[src/sv/dbpq_ram.sv]
// Generic single-write, single-read RAM with registered read data.
// No dependencies.
`default_nettype none
module dbpq_ram #(
    parameter int WIDTH = 32,
    parameter int DEPTH = 128,
    localparam int AW = (DEPTH > 1) ? $clog2(DEPTH) : 1
) (
    input  wire logic             clk,
    input  wire logic             we,
    input  wire logic [AW-1:0]    waddr,
    input  wire logic [WIDTH-1:0] wdata,
    input  wire logic             re,
    input  wire logic [AW-1:0]    raddr,
    output logic      [WIDTH-1:0] rdata
);
    logic [WIDTH-1:0] mem [DEPTH];

    always_ff @(posedge clk)
    begin
        if (we)
        begin
            mem[waddr] <= wdata;
        end
        if (re)
        begin
            rdata <= mem[raddr];
        end
    end
endmodule
`default_nettype wire

[config.mk]
export PLATFORM = sky130hd
export DESIGN_NAME = dbpq_ram
export DESIGN_NICKNAME = d
export VERILOG_FILES = /design/src/sv/dbpq_ram.sv
export SDC_FILE = /design/constraint.sdc
export NUM_CORES = 2
export LEC_CHECK = 0
export BUFFER_PORTS_ARGS = -buffer_cell sky130_fd_sc_hd__buf_2
export CAP_MARGIN = 20
export CORE_MARGIN = 5
export CORE_UTILIZATION = 50
export DETAILED_ROUTE_END_ITERATION = 8
export PLACE_DENSITY = 0.65
export SYNTH_ARGS = -nofsm -noshare
export SYNTH_HDL_FRONTEND = slang
export SYNTH_SLANG_ARGS = --single-unit
[constraint.sdc]
create_clock -name clk -period 5.25 [get_ports clk]
set_clock_uncertainty 0.1 [all_clocks]
set_input_delay 0.525 -clock clk [delete_from_list [all_inputs] [get_ports clk]]
set_output_delay 0.525 -clock clk [all_outputs]
set_load 0.1 [all_outputs]
Word-level counts from Yosys, hierarchy flattened
Memories as Yosys holds them, arrays and structs flattened. A register that Yosys moved wholly into a read port is not among the register bits.
Index checks and enable logic that the tools add are counted.
{ "totals": {"wordCells": 3, "mem_bits_ro": 0, "in_bits": 49, "ff_bits": 0, "memories": 1, "mem_bits_rw": 4096, "output_inout_bits": 32, "latchBits": 0} }
{ "op_classes": {"div_mod_pow": 0, "eq_ne": 0, "mul": 0, "shifts": 0, "bitwise_logic": 0, "n_reduce_logical": 0, "add_sub_neg": 0, "mux": 2, "n_lt_le_gt_ge": 0} }
{ "memory_table": {"columns": ["name", "depth", "word_bits", "read_ports", "rd_ports_with_merged_regs", "wr", "line_no", "text"], "rows": [
  ["mem", 128, 32, 1, 1, 1, "17", "logic [WIDTH-1:0] mem [DEPTH];"]
]} }
{ "op_table": {"columns": ["cell", "count"], "rows": [
  ["$mux 1", 2]
]} }

Depth between registers and ports, before layout
{ "depth": {"depth_word": 2, "ltp_mapped": 8, "depth_no_buf": 4} }

Worst setup path before layout
OpenSTA, ideal clock, no wires.
{ "synth_timing": {"path_type": "in2reg", "startpoint": "in we", "endpoint": "mem mem[98][0], enable pin", "path_stages": 3, "slack_ps": 1386, "t_arrival_ps": 3303, "required_ps": 4689, "cell_sequence": "clkbuf_1 > nand4_1 > nor3_1"} }
{ "synth_via": {"elab_chain_cells": 2} }
{ "synth_rtl": {"columns": ["item", "line_no", "text"], "rows": [
  ["from (decl)", "10", "input wire logic we,"],
  ["$mux 1", "21", "if (we)"],
  ["$mux 1 (implied by the code)", "23", "mem[waddr] <= wdata;"],
  ["to (decl)", "17", null]
]} }
Every way passes these cells.

==> summary.txt <==
Finish
  • Most frequent cells in the layout: edfxtp_1 (4128), mux4_2 (1344), clkbuf_16 (408), buf_4 (283), nor2_4 (119)
  • Seq. cell area: around 0.12 sq mm
  • FILL cells: roughly 22000
  • Share of cells above drive strength 1: 0.364
  • Final nets: 6520
  • Area of the multi-input gates: around 0.032 sq mm
  • Synth-to-layout area growth: 14.0%
  • Commonest non-fill, non-tap cell in the layout: edfxtp_1

Clocking
  • Post-CTS Setup Bufs: 0
  • TritonCTS Buffers: 401
  • CTS tree: built
  • Clock sink total: about 4100
  • Reg clk slew, reported paths: 0.06 ns
  • Root buffer cell: clkbuf_16
  • H-tree Lvls: 5
  • Clk buf depth: 4
  • Worst-skew pair later-pin latency: approximately 0.96 ns

Floorplanning
  • Core area: 0.312 sq mm
  • Die width: approximately 570 um
  • Row count: 205
  • Initial Util: 0.502
  • Die ar.: ~0.32 sq mm
  • I/O pin cnt: a little over 80
  • Die Height: around 570 um

Synthesis
  • Post-synth design cell area: 0.157 sq mm
  • Number of warning messages in the yosys log: 0
  • Synth Register Bits: 4128
  • Mapped Cells: approximately 6000
  • Syn avg cell area: approximately 26 sq um
  • Synth cell types: 16
  • Post-Syn Nets: 6039
  • Post-synthesis sequential area ratio: 0.792

Global routing
  • Antenna violations before repair: 68
  • First-pass GRT wire length: between 500000 and 600000 um
  • GRT Util Overall: 0.245
  • Number of global-route vias before repair: around 72000
  • Largest net degree at the start of global routing: just under 90
  • Grt ovf: 0

Timing
  • RSZ-0062 raised after global routing: false
  • Least-Margin Pin Slew: around 1.2 ns
  • Period utilisation layout: 0.616
  • TNS Setup: 0 ns
  • Fmax: 309 MHz
  • Max-slew headroom: 0.179
  • Period minus WS final: around 3.2 ns
  • Finish-stage setup viols: 0
  • Fin. Hold Viols: 0
  • Final Slew Violations: 0

Place
  • Port Buffers: 80
  • GPL Wtd Cong: around 0.8
  • HPWL Detailed: ~220000 um

Power
  • PwrDens: slightly below 400 mW/mm^2
  • Total power: about 69 mW
  • Standby leakage power: roughly 55 nW
  • Worst vdd ir: between 200 and 300 uV

Critical path
  • CP Launch Type: input pin
  • WS Path Type: in -> reg
  • Critical path capture point type: register
  • WP data required: between 5 and 6 ns
  • Max FO, Critical Path: 40
  • Arr. time, crit path: 3.80 ns

Detailed routing
  • Vias: approximately 71000
  • Avg Vias per Cell: 6.45
  • DRT Wirelength: 397000 um
  • Final ANT Viol Nets: 0
  • DRT Pass-1 Iters: 5
  • WL/cell: 36.1 um
  • DR iter-0 viols: ~10000
  • DRC Markers: 0

Outcome
  • Status: finished clean

Worst hold path
  • Worst hold path class: in -> reg

Flow run
  • Max Cap Violations: 0
==> layer usage <==
metal | track usage | part of all wire | up-vias
li1 | - | - | 27500
met1 | 0.352 | 0.38 | 39100
met5 | 0 | 0.000033 | -
met4 | 0.0785 | 0.031 | 2
met3 | 0.0545 | 0.10 | 566
met2 | 0.381 | 0.48 | 3791
==> synthesized netlist by cell type <==
cell | count | area share
buf_6 | 2 | 0.00014
or3_1 | 1 | 0.000040
nand2_1 | 14 | 0.00034
nand2b_1 | 2 | 0.000080
nor2b_1 | 7 | 0.00028
nor2_1 | 122 | 0.0029
nand4_1 | 3 | 0.00012
mux4_2 | 1344 | 0.19
mux2_2 | 32 | 0.0023
nand3_1 | 12 | 0.00038
buf_2 | 79 | 0.0025
edfxtp_1 | 4128 | 0.79
buf_4 | 3 | 0.00014
buf_1 | 50 | 0.0012
clkbuf_1 | 182 | 0.0044
nor3_1 | 9 | 0.00029
==> stage by stage <==
stage | area (sq um) | hold slack [ns] | instances | util | worst slack [ns]
finish | 179000 | 0.0627 | 11000 | 0.572 | 2.02
global route | 178000 | 0.0814 | 11000 | 0.572 | 1.92
CTS | 178000 | 0.0119 | 10900 | 0.572 | 2.05
detailed placement | 165000 | 0.990 | 10200 | 0.529 | 1.02
global placement | 165000 | 0.965 | 10200 | 0.529 | 1.04
floorplan | 157000 | 0.524 | 5990 | - | 1.39
==> logic make-up (layout without fill, tap and decap cells) <==
kind of cell,count (synthesis),in the layout,share of synthesized area
mux,1376,1376,0.196
flops,4128,4128,0.792
buf+inv,316,1132,0.00837
simple gates,170,170,0.00445
other cells,0,58,0
==> repair_timing <==
action | 4_1_cts | 5_1_grt
hold buffers | 6 | 0
resized for setup | 0 | 0
hold endpoints to repair | 87 | 0
==> layout make-up <==
type                    instances  share of cell area
multi-input cells            1546               0.181
repair buffers                394              0.0203
clock inverters               258              0.0158
well taps                    4140              0.0290
diodes                         58            0.000813
clock buffers                 480              0.0587
flip-flops and latches       4128               0.694
==> registers in the layout, indices dropped and copies added, names as in the netlist <==
signal / count
mem: 4096
rdata: 32
==> worst paths after layout <==
| kind | from | end | cells past startpoint | slack (ns) |
|---|---|---|---|---|
| max | raddr[0] | rdata[27] | 7 | 2.02 |
| min | wdata[29] | mem[84][29] | 1 | 0.06 |
| max reg2reg | mem[55][25] | rdata[25] | 4 | 2.36 |
| min reg2reg | mem[29][29] | rdata[29] | 4 | 1.11 |
==> power by group <==
group	internal (mW)	switching, mW
sequential	36.4	0.0872
clock	16.7	12.3
combinational	1.35	2.34
==> worst max-delay path: stages <==
cell	delay, ns
buf_12	0.39
buf_12	0.35
buf_4	0.33
mux4_2	0.54
mux4_2	0.55
mux4_2	0.67
mux2_2	0.33
Note: power is estimated with default switching activity, not from simulation.
