[config.mk]
export PLATFORM = sky130hd
export DESIGN_NAME = dbpq_rem
export DESIGN_NICKNAME = d
export VERILOG_FILES = /design/src/sv/dbpq_rem.sv
export SDC_FILE = /design/constraint.sdc
export NUM_CORES = 1
export LEC_CHECK = 0
export BUFFER_PORTS_ARGS = -buffer_cell sky130_fd_sc_hd__buf_2
export CAP_MARGIN = 20
export CORE_UTILIZATION = 50
export CTS_CLUSTER_SIZE = 30
export DETAILED_ROUTE_END_ITERATION = 8
export PLACE_DENSITY = 0.68
export SLEW_MARGIN = 0
export SYNTH_ARGS = -nofsm -noshare
export SYNTH_HDL_FRONTEND = slang
export SYNTH_SLANG_ARGS = --single-unit
export TNS_END_PERCENT = 100
[constraint.sdc]
create_clock -name clk -period 3.2 [get_ports clk]
set_clock_uncertainty 0.05 [all_clocks]
set_input_delay 0.64 -clock clk [delete_from_list [all_inputs] [get_ports clk]]
set_output_delay 0.64 -clock clk [all_outputs]
set_load 0.005 [all_outputs]
[src/sv/dbpq_rem.sv]
// Bit-serial restoring remainder unit: one quotient bit per cycle, with done pulsing
// once all 32 quotient bits have been shifted through. Depends on nothing; reports only
// whether the remainder is zero.
`default_nettype none
module dbpq_rem (
    input  wire logic        clk,
    input  wire logic        rst_n,
    input  wire logic        start,
    input  wire logic [31:0] dividend,
    input  wire logic [31:0] divisor,
    output logic             done,
    output logic             rem_zero
);
    logic [32:0] rem_reg, rem_next;
    logic [31:0] quo_reg;
    logic [31:0] div_reg;
    logic [4:0]  cnt_reg;
    logic        run_reg;
    logic [32:0] trial;

    always_comb
    begin
        trial    = {rem_reg[31:0], quo_reg[31]};
        rem_next = (trial >= {1'b0, div_reg}) ? (trial - {1'b0, div_reg}) : trial;
    end

    always_ff @(posedge clk or negedge rst_n)
    begin
        if (!rst_n)
        begin
            run_reg <= 1'b0;
            done    <= 1'b0;
            cnt_reg <= '0;
        end
        else
        begin
            done <= 1'b0;
            if (start)
            begin
                run_reg <= 1'b1;
                cnt_reg <= '0;
            end
            else if (run_reg)
            begin
                cnt_reg <= cnt_reg + 5'd1;
                if (cnt_reg == 5'd31)
                begin
                    run_reg <= 1'b0;
                    done    <= 1'b1;
                end
            end
        end
    end

    always_ff @(posedge clk)
    begin
        if (start)
        begin
            rem_reg <= '0;
            quo_reg <= dividend;
            div_reg <= divisor;
        end
        else if (run_reg)
        begin
            rem_reg <= rem_next;
            quo_reg <= {quo_reg[30:0], 1'b0};
        end
    end

    assign rem_zero = (rem_reg == 33'd0);
endmodule
`default_nettype wire
* After elaboration in Yosys (flattened, before gate mapping)
Index checks and enable logic that the tools add are counted.
** Storage, ports and cells
- Input port bits :: 67
- Logic and storage cells :: 23
- Register bits after elaboration :: 104
** Operators by class
- Reductions and logical operators :: 2
- Add/subtract/negate cells :: 2
- Eq/ne operators :: 1
- Mux-type cells :: 11
- Order comparisons :: 1
** Operator list (number)
- two-way mux 32 bit :: 2
- >= comparator 33 x 32 -> 1 bit :: 1
- logical NOT 33 bit :: 1
- two-way mux 33 bit :: 1
- subtractor 33 x 32 -> 33 bit :: 1
- two-way mux 5 bit :: 2
- two-way mux 1 bit :: 6
- adder 5 x 1 -> 5 bit (second input constant) :: 1
- equality test 5 bit (second input constant) :: 1
- nonzero test 2 bit :: 1

* Logic depth before layout (Yosys ltp)
Gate-level depths: netlist (run 1).
- Depth after elaboration :: 4
- Mapped depth :: 13

* Worst setup path after synthesis (run 1)
OpenSTA, ideal clock, no wires.
- Path type :: register to register
- Start :: reg quo_reg[31]
- End :: reg rem_reg[26]
- Stages on the path, launching flop included :: 13
- Data arrival time :: 2.561 ns
- Clock period less this slack :: 2.727 ns
- Slack :: 0.473 ns
- Cells stage by stage :: edfxtp_1 inv_1 ha_1 inv_1 fa_1 a21o_1 a221o_1 a21oi_1 a22oi_1 a41oi_1 xor2_1 o211ai_1 o211a_1
** On the way
- Longest elaborated chain between the ends :: 2
- Elaborated cells on any way between the ends :: 3
** Ends and longest elaborated chain
- from (decl) :: line 15 : logic [31:0] quo_reg;
- from (signal assigned) :: line 60 : quo_reg <= dividend;
- from (signal assigned) :: line 66 : quo_reg <= {quo_reg[30:0], 1'b0};
- subtractor 33 x 32 -> 33 bit / >= comparator 33 x 32 -> 1 bit (equally long branches) :: line 24 : rem_next = (trial >= {1'b0, div_reg}) ? (trial - {1'b0, div_reg}) : trial;
- two-way mux 33 bit * :: line 24
- to (signal assigned) :: line 65 : rem_reg <= rem_next;
- to (decl) :: line 14 : logic [32:0] rem_reg, rem_next;
Every way passes the cells marked *; elsewhere a longest branch is shown, timed or not.
A chain may end at the register's enable or synchronous reset.

* Final worst setup path (run 1)
- Start :: reg quo_reg[31]
- End :: reg rem_reg[16]
The elaborated chain is that of the path after synthesis.

==> results of run 1 <==
-- cell families (layout without fill, tap and decap cells) --
group,after synthesis,after routing
AOI/OAI and AO/OA,147,147
DFF,104,104
and+or+nand+nor,166,166
muxes,54,54
buffers and inverters,76,134
adders and majority gates,35,35
xor gates and xnor gates,29,29
-- final cells by class --
type	count	area (sq um)	area share (%)
Multi-Input combinational cell	431	3223	45.71
Sequential cell	104	2759	39.13
Timing Repair Buffer	78	430.4	6.105
Clock buffer	10	229.0	3.248
Tap cell	168	210.2	2.981
Inverter	40	150.1	2.130
Clock inverter	6	48.80	0.6921
-- final timing paths --
path,startpoint,to,slack [ns]
min in group clk,divisor[24],div_reg[24]$_DFFE_PP_,0.40
worst min-delay path,rst_n,cnt_reg[0]$_DFFE_PN0P_,0.04
worst max-delay path,quo_reg[31]$_DFFE_PP_,rem_reg[16]$_SDFFE_PP0P_,0.15
max in group asynchronous,rst_n,run_reg$_DFF_PN0_,2.89
worst min register to register,rem_reg[32]$_SDFFE_PP0P_,rem_reg[32]$_SDFFE_PP0P_,0.46
worst max register to register,quo_reg[31]$_DFFE_PP_,rem_reg[16]$_SDFFE_PP0P_,0.15
-- Yosys cell counts, types with 5 or more instances --
cell	n	share of area (%)
inv_1	39	2.3
a211oi_1	12	1.4
a31oi_1	8	0.79
nand4_1	12	1.2
buf_1	5	0.30
and2_1	6	0.60
dfrtp_1	7	2.8
mux2_2	35	6.2
dfxtp_1	33	10
clkbuf_1	17	1.0
nor3_1	14	1.1
ha_1	34	6.7
a211oi_2	10	2.0
mux2i_1	19	3.0
nand2_1	31	1.8
nor2_1	60	3.6
buf_6	5	0.89
a21oi_1	30	2.4
nor4_1	8	0.79
xnor2_1	18	2.5
o211ai_1	6	0.71
o21a_1	5	0.60
o21ai_0	18	1.4
xor2_1	11	1.5
edfxtp_1	64	30
a21o_1	12	1.4
a21oi_2	9	1.2
nand3_1	8	0.63
buf_2	8	0.63
and3_1	10	0.99
-- critical path: cells and delay by family (launching register included) --
kind | cells | cell delay [ns]
DFF | 1 | 0.41
buffers and inverters | 2 | 0.12
xor gates and xnor gates | 1 | 0.19
AOI/OAI and AO/OA | 7 | 1.59
adders and majority gates | 2 | 0.55
-- layer usage --
layer  routed length [microns]  vias up  global-route usage, %
met5                         0        -                      0
met4                       242        0                  8.485
met3                       659       20                  5.135
met2                      6202      125                  34.83
met1                      6267     2292                  28.28
li1                          -     2362                      -
-- power groups by stage --
| stage | Sequential (mW) | Combinational (mW) | Clock (mW) |
|---|---|---|---|
| floorplan | 1.83 | 2.09 | 0 |
| detailed placement | 1.91 | 2.56 | 0 |
| finish | 1.89 | 2.59 | 1.06 |
| global route | 1.92 | 2.86 | 1.13 |
| CTS | 1.88 | 2.56 | 1.10 |
| global placement | 1.90 | 2.52 | 0 |
-- stage by stage --
stage / hold slack, ns / cells / utilization (%)
after CTS: 0.02943 / 837 / 57.84
final: 0.04229 / 837 / 57.97
after global routing: 0.04426 / 837 / 57.97
after floorplan: 0.2944 / 611 / -
after global placement: 0.4260 / 821 / 55.56
after detailed placement: 0.4281 / 821 / 55.56
==> impl_metrics.toml, run 1 <==
[floorplanning]
core_area_sq_um = 12160
ios = 69
start_util_pct = 51.87
fp.dieW_microns = 114.3
die_h_microns = 114.3
dieArea_sq_um = 13070
core.rowCount = 40

[timing]
finalHoldViolCount = 0
period_share_pct = 95.42
min_period_ns = 3.053
relSlewSlack_pct = 45.51
tightest_slew_ns = 0.8174
tns_ns = 0
setup_violations = 0
report.final.slew_viol_count = 0
rsz0062_at_grt = "false"
fmax_ghz = 0.3275
final.setup.worst_slack_ns = 0.1467

[placed_design]
dpl_worst_slack_ns = 0.1140
gp_congestion = 0.9087
dpl_cell_area_sq_um = 6756
dp_hpwl_microns = 9587
numPortBuffers = 68

[synth]
synth_cell_types = 67
yosys_register_bits = 104
synth_xor_area_share_pct = 4.026
synth_edf_count = 64
synth_nets = 713
synthMuxAreaShare_pct = 9.262
syn_area_sq_um = 6309
yosysWarnings = 0
synth_top_family_by_area = "compound AO/OA/AOI/OAI gates"
synth_cells = 611
yosysSeqAreaShare_pct = 43.71
synth-compound-area-share_pct = 17.77
synth-adder-area-share_pct = 7.061
synthFlopType = "edfxtp_1"
avgSynthCellArea_sq_um = 10.32
synthArstFlopShare_pct = 6.731
yosys.area_share.simple_pct = 12.71

[clocking]
tritoncts = "built"
cts_hold_repair.buffers = 0
clock_latency_ns = 0.36
cts_buffers = 9
cts_root_buf = "clkbuf_16"
htreeDepth = 3
clkTransAtPathRegs_ns = 0.08
cts_setup_buffers = 0
cts_resized = 0
cts.sinks = 104
clockBufferDepth = 2

[detailed_routing]
post-route-drc-count = 0
wl_per_cell_microns = 15.97
routed-via-count = 4799
final_antenna_net_count = 0
totalWireLength_microns = 13370
firstDrtPassIters = 5
routed_via_density = 5.734
drt-initial-drc-count = 294

[power_and_ir_drop]
ir_drop_mv = 0.3469
clockPowerShare_pct = 19.2
power_density_nw_per_um2 = 786.0
power.leakage_nw = 3.139
p_comb_share_pct = 46.8
share_seq_of_total_power_pct = 34.0
p_sw_mw = 2.170
switching_share_pct = 39.16
p_total_mw = 5.541
internal_power_mw = 3.372

[worst_hold_path]
hold_class = "in2async"

[final_layout]
largest_register_ffs = 33
antenna_cells = 0
drive_gt1_share_pct = 24.07
final_common_cell = "buf_2"
nets = 766
fill_cells = 1029
final_cell_area_sq_um = 7051
layout_common_cells = "buf_2 (67), edfxtp_1 (64), nor2_1 (60)"
syn2layout_area_growth_pct = 11.76

[critical_path]
cp.arrival_ns = 3.24
slowest_delay_ns = 0.41
crit_type = "reg2reg"
crit_path_end_kind = "register"
path_max_fanout = 3
cp_cell_sequence = "inv_1 -> ha_1 -> inv_1 -> fa_1 -> a21o_1 -> a221oi_1 -> o21ai_0 -> o22a_1 -> a221oi_1 -> xor2_1 -> o211ai_1 -> o211a_1"
worst_path_max_delay_cell = "edfxtp_1"
worstRegToRegCells = 12
cp-start-kind = "register"
crit_required_ns = 3.39

[global_route]
grt_pass1_vias = 4688
antenna_found_initial = 0
track_usage_pct = 21.67
overflow = 0
grt_max_degree = 63
grt_pass1_wl_microns = 22240

[run_status]
outcome = "completed"

[job]
maxCapViolations = 0
Note: power is estimated with default switching activity, not from simulation.
==> run 2: changes to the inputs <==
- SETUP_SLACK_MARGIN: unset -> 0.3
==> impl_metrics.toml, run 2 (synthesized netlist as in run 1, its figures left out) <==
[run_status]
outcome = "completed"

[critical_path]
cp.arrival_ns = 2.99
r2r_start = "quo_reg[31]$_DFFE_PP_"
reg2reg_slack_ns = 0.37
crit_required_ns = 3.36
crit_type = "reg2reg"
cp-start-kind = "register"
path_max_fanout = 3
worstRegToRegCells = 13
crit_path_end_kind = "register"
reg2reg_to = "rem_reg[20]$_SDFFE_PP0P_"

[final_layout]
antenna_cells = 0
largest_register_ffs = 33
syn2layout_area_growth_pct = 13.96
layout_common_cells = "buf_2 (67), edfxtp_1 (64), nor2_1 (60)"
final_common_cell = "buf_2"
drive_gt1_share_pct = 27.41
fill_cells = 1023
nets = 772
final_cell_area_sq_um = 7189

[power_and_ir_drop]
power.leakage_nw = 3.164
share_seq_of_total_power_pct = 33.3
p_total_mw = 5.665
clockPowerShare_pct = 18.7
ir_drop_mv = 0.3491
power_density_nw_per_um2 = 787.9
internal_power_mw = 3.449
p_comb_share_pct = 48.0
p_sw_mw = 2.216
switching_share_pct = 39.11

[global_route]
track_usage_pct = 21.80
grt_pass1_vias = 4723
grt_pass1_wl_microns = 22370
grt_max_degree = 63
overflow = 0
antenna_found_initial = 0

[floorplanning]
core_area_sq_um = 12160
dieArea_sq_um = 13070
ios = 69
start_util_pct = 51.87
fp.dieW_microns = 114.3
core.rowCount = 40
die_h_microns = 114.3

[detailed_routing]
post-route-drc-count = 0
final_antenna_net_count = 0
totalWireLength_microns = 13520
firstDrtPassIters = 5
routed_via_density = 5.713
routed-via-count = 4816
drt-initial-drc-count = 297
wl_per_cell_microns = 16.04

[timing]
period_share_pct = 88.46
rsz0062_at_grt = "true"
tightest_slew_ns = 0.8002
fmax_ghz = 0.3533
relSlewSlack_pct = 46.65
hold_ws_ns = 0.04470
tns_ns = 0
finalHoldViolCount = 0
setup_violations = 0
final.setup.worst_slack_ns = 0.3694
report.final.slew_viol_count = 0
min_period_ns = 2.831

[clocking]
clock_latency_ns = 0.36
cts.sinks = 104
cts_root_buf = "clkbuf_16"
clockBufferDepth = 2
tritoncts = "built"
cts_buffers = 9
htreeDepth = 3
clkTransAtPathRegs_ns = 0.07

[placed_design]
dpl_cell_area_sq_um = 6756
numPortBuffers = 68
gp_congestion = 0.9087
dpl_worst_slack_ns = 0.1140
dp_hpwl_microns = 9587

[job]
maxCapViolations = 0

[worst_hold_path]
hold_class = "in2async"
==> run 2: stage by stage <==
step | util [%] | cells
after floorplan | - | 611
after global placement | 55.56 | 821
after detailed placement | 55.56 | 821
after CTS | 58.20 | 839
after global routing | 59.12 | 843
final | 59.12 | 843
==> run 2: cell type report <==
type	count	area (sq um)	share of cell area (%)
clock buffer	10	229.0	3.185
clock inverter	6	48.80	0.6787
inverter	40	150.1	2.088
multi-input combinational	431	3307	46.00
sequential	104	2761	38.41
tap	168	210.2	2.924
timing repair buffer	84	483.0	6.718
==> run 2: routing by layer <==
metal	routed length (microns)	global-route usage, %	vias to the layer above
li1	-	-	2373
met1	6336	28.31	2314
met2	6342	34.99	108
met3	590	5.135	21
met4	250	9.004	0
met5	0	0	-
==> run 2: worst max-delay path, stage by stage (launching register included) <==
cell and delay [ns]:
edfxtp_1 0.39, inv_1 0.07, ha_1 0.15, inv_1 0.06, fa_2 0.35, a21o_1 0.20, a221o_1 0.40, a21oi_4 0.19
buf_4 0.13, a21oi_1 0.08, xor2_1 0.15, mux2_2 0.27, mux2i_1 0.14, nor2_1 0.06
==> run 2: worst max-delay path by stage <==
stage | depth (start not counted) | slack (ns) | endpoint | from
final | 13 | 0.37 | rem_reg[20]$_SDFFE_PP0P_ | quo_reg[31]$_DFFE_PP_
after global routing | 12 | 0.25 | rem_reg[32]$_SDFFE_PP0P_ | quo_reg[31]$_DFFE_PP_
after CTS | 12 | 0.25 | rem_reg[32]$_SDFFE_PP0P_ | quo_reg[31]$_DFFE_PP_
after floorplan | 12 | 0.47 | rem_reg[26]$_SDFFE_PP0P_ | quo_reg[31]$_DFFE_PP_
after global placement | 12 | 0.18 | rem_reg[26]$_SDFFE_PP0P_ | quo_reg[31]$_DFFE_PP_
after detailed placement | 12 | 0.11 | rem_reg[32]$_SDFFE_PP0P_ | quo_reg[31]$_DFFE_PP_
==> run 2: repair_timing <==
| item | 4_1_cts | 5_1_grt |
|---|---|---|
| pin swaps | 2 | 9 |
| hold buffers | 0 | 0 |
| gates resized for setup | 5 | 21 |
| setup buffers | 2 | 4 |
| setup endpoints to repair | 22 | 29 |
==> run 2: power by group through the flow <==
stage / logic, mW / registers [mW] / clock network, mW
final: 2.72 / 1.89 / 1.06
after global routing: 2.99 / 1.92 / 1.13
after CTS: 2.61 / 1.88 / 1.10
after detailed placement: 2.56 / 1.91 / 0
after global placement: 2.52 / 1.90 / 0
after floorplan: 2.09 / 1.83 / 0
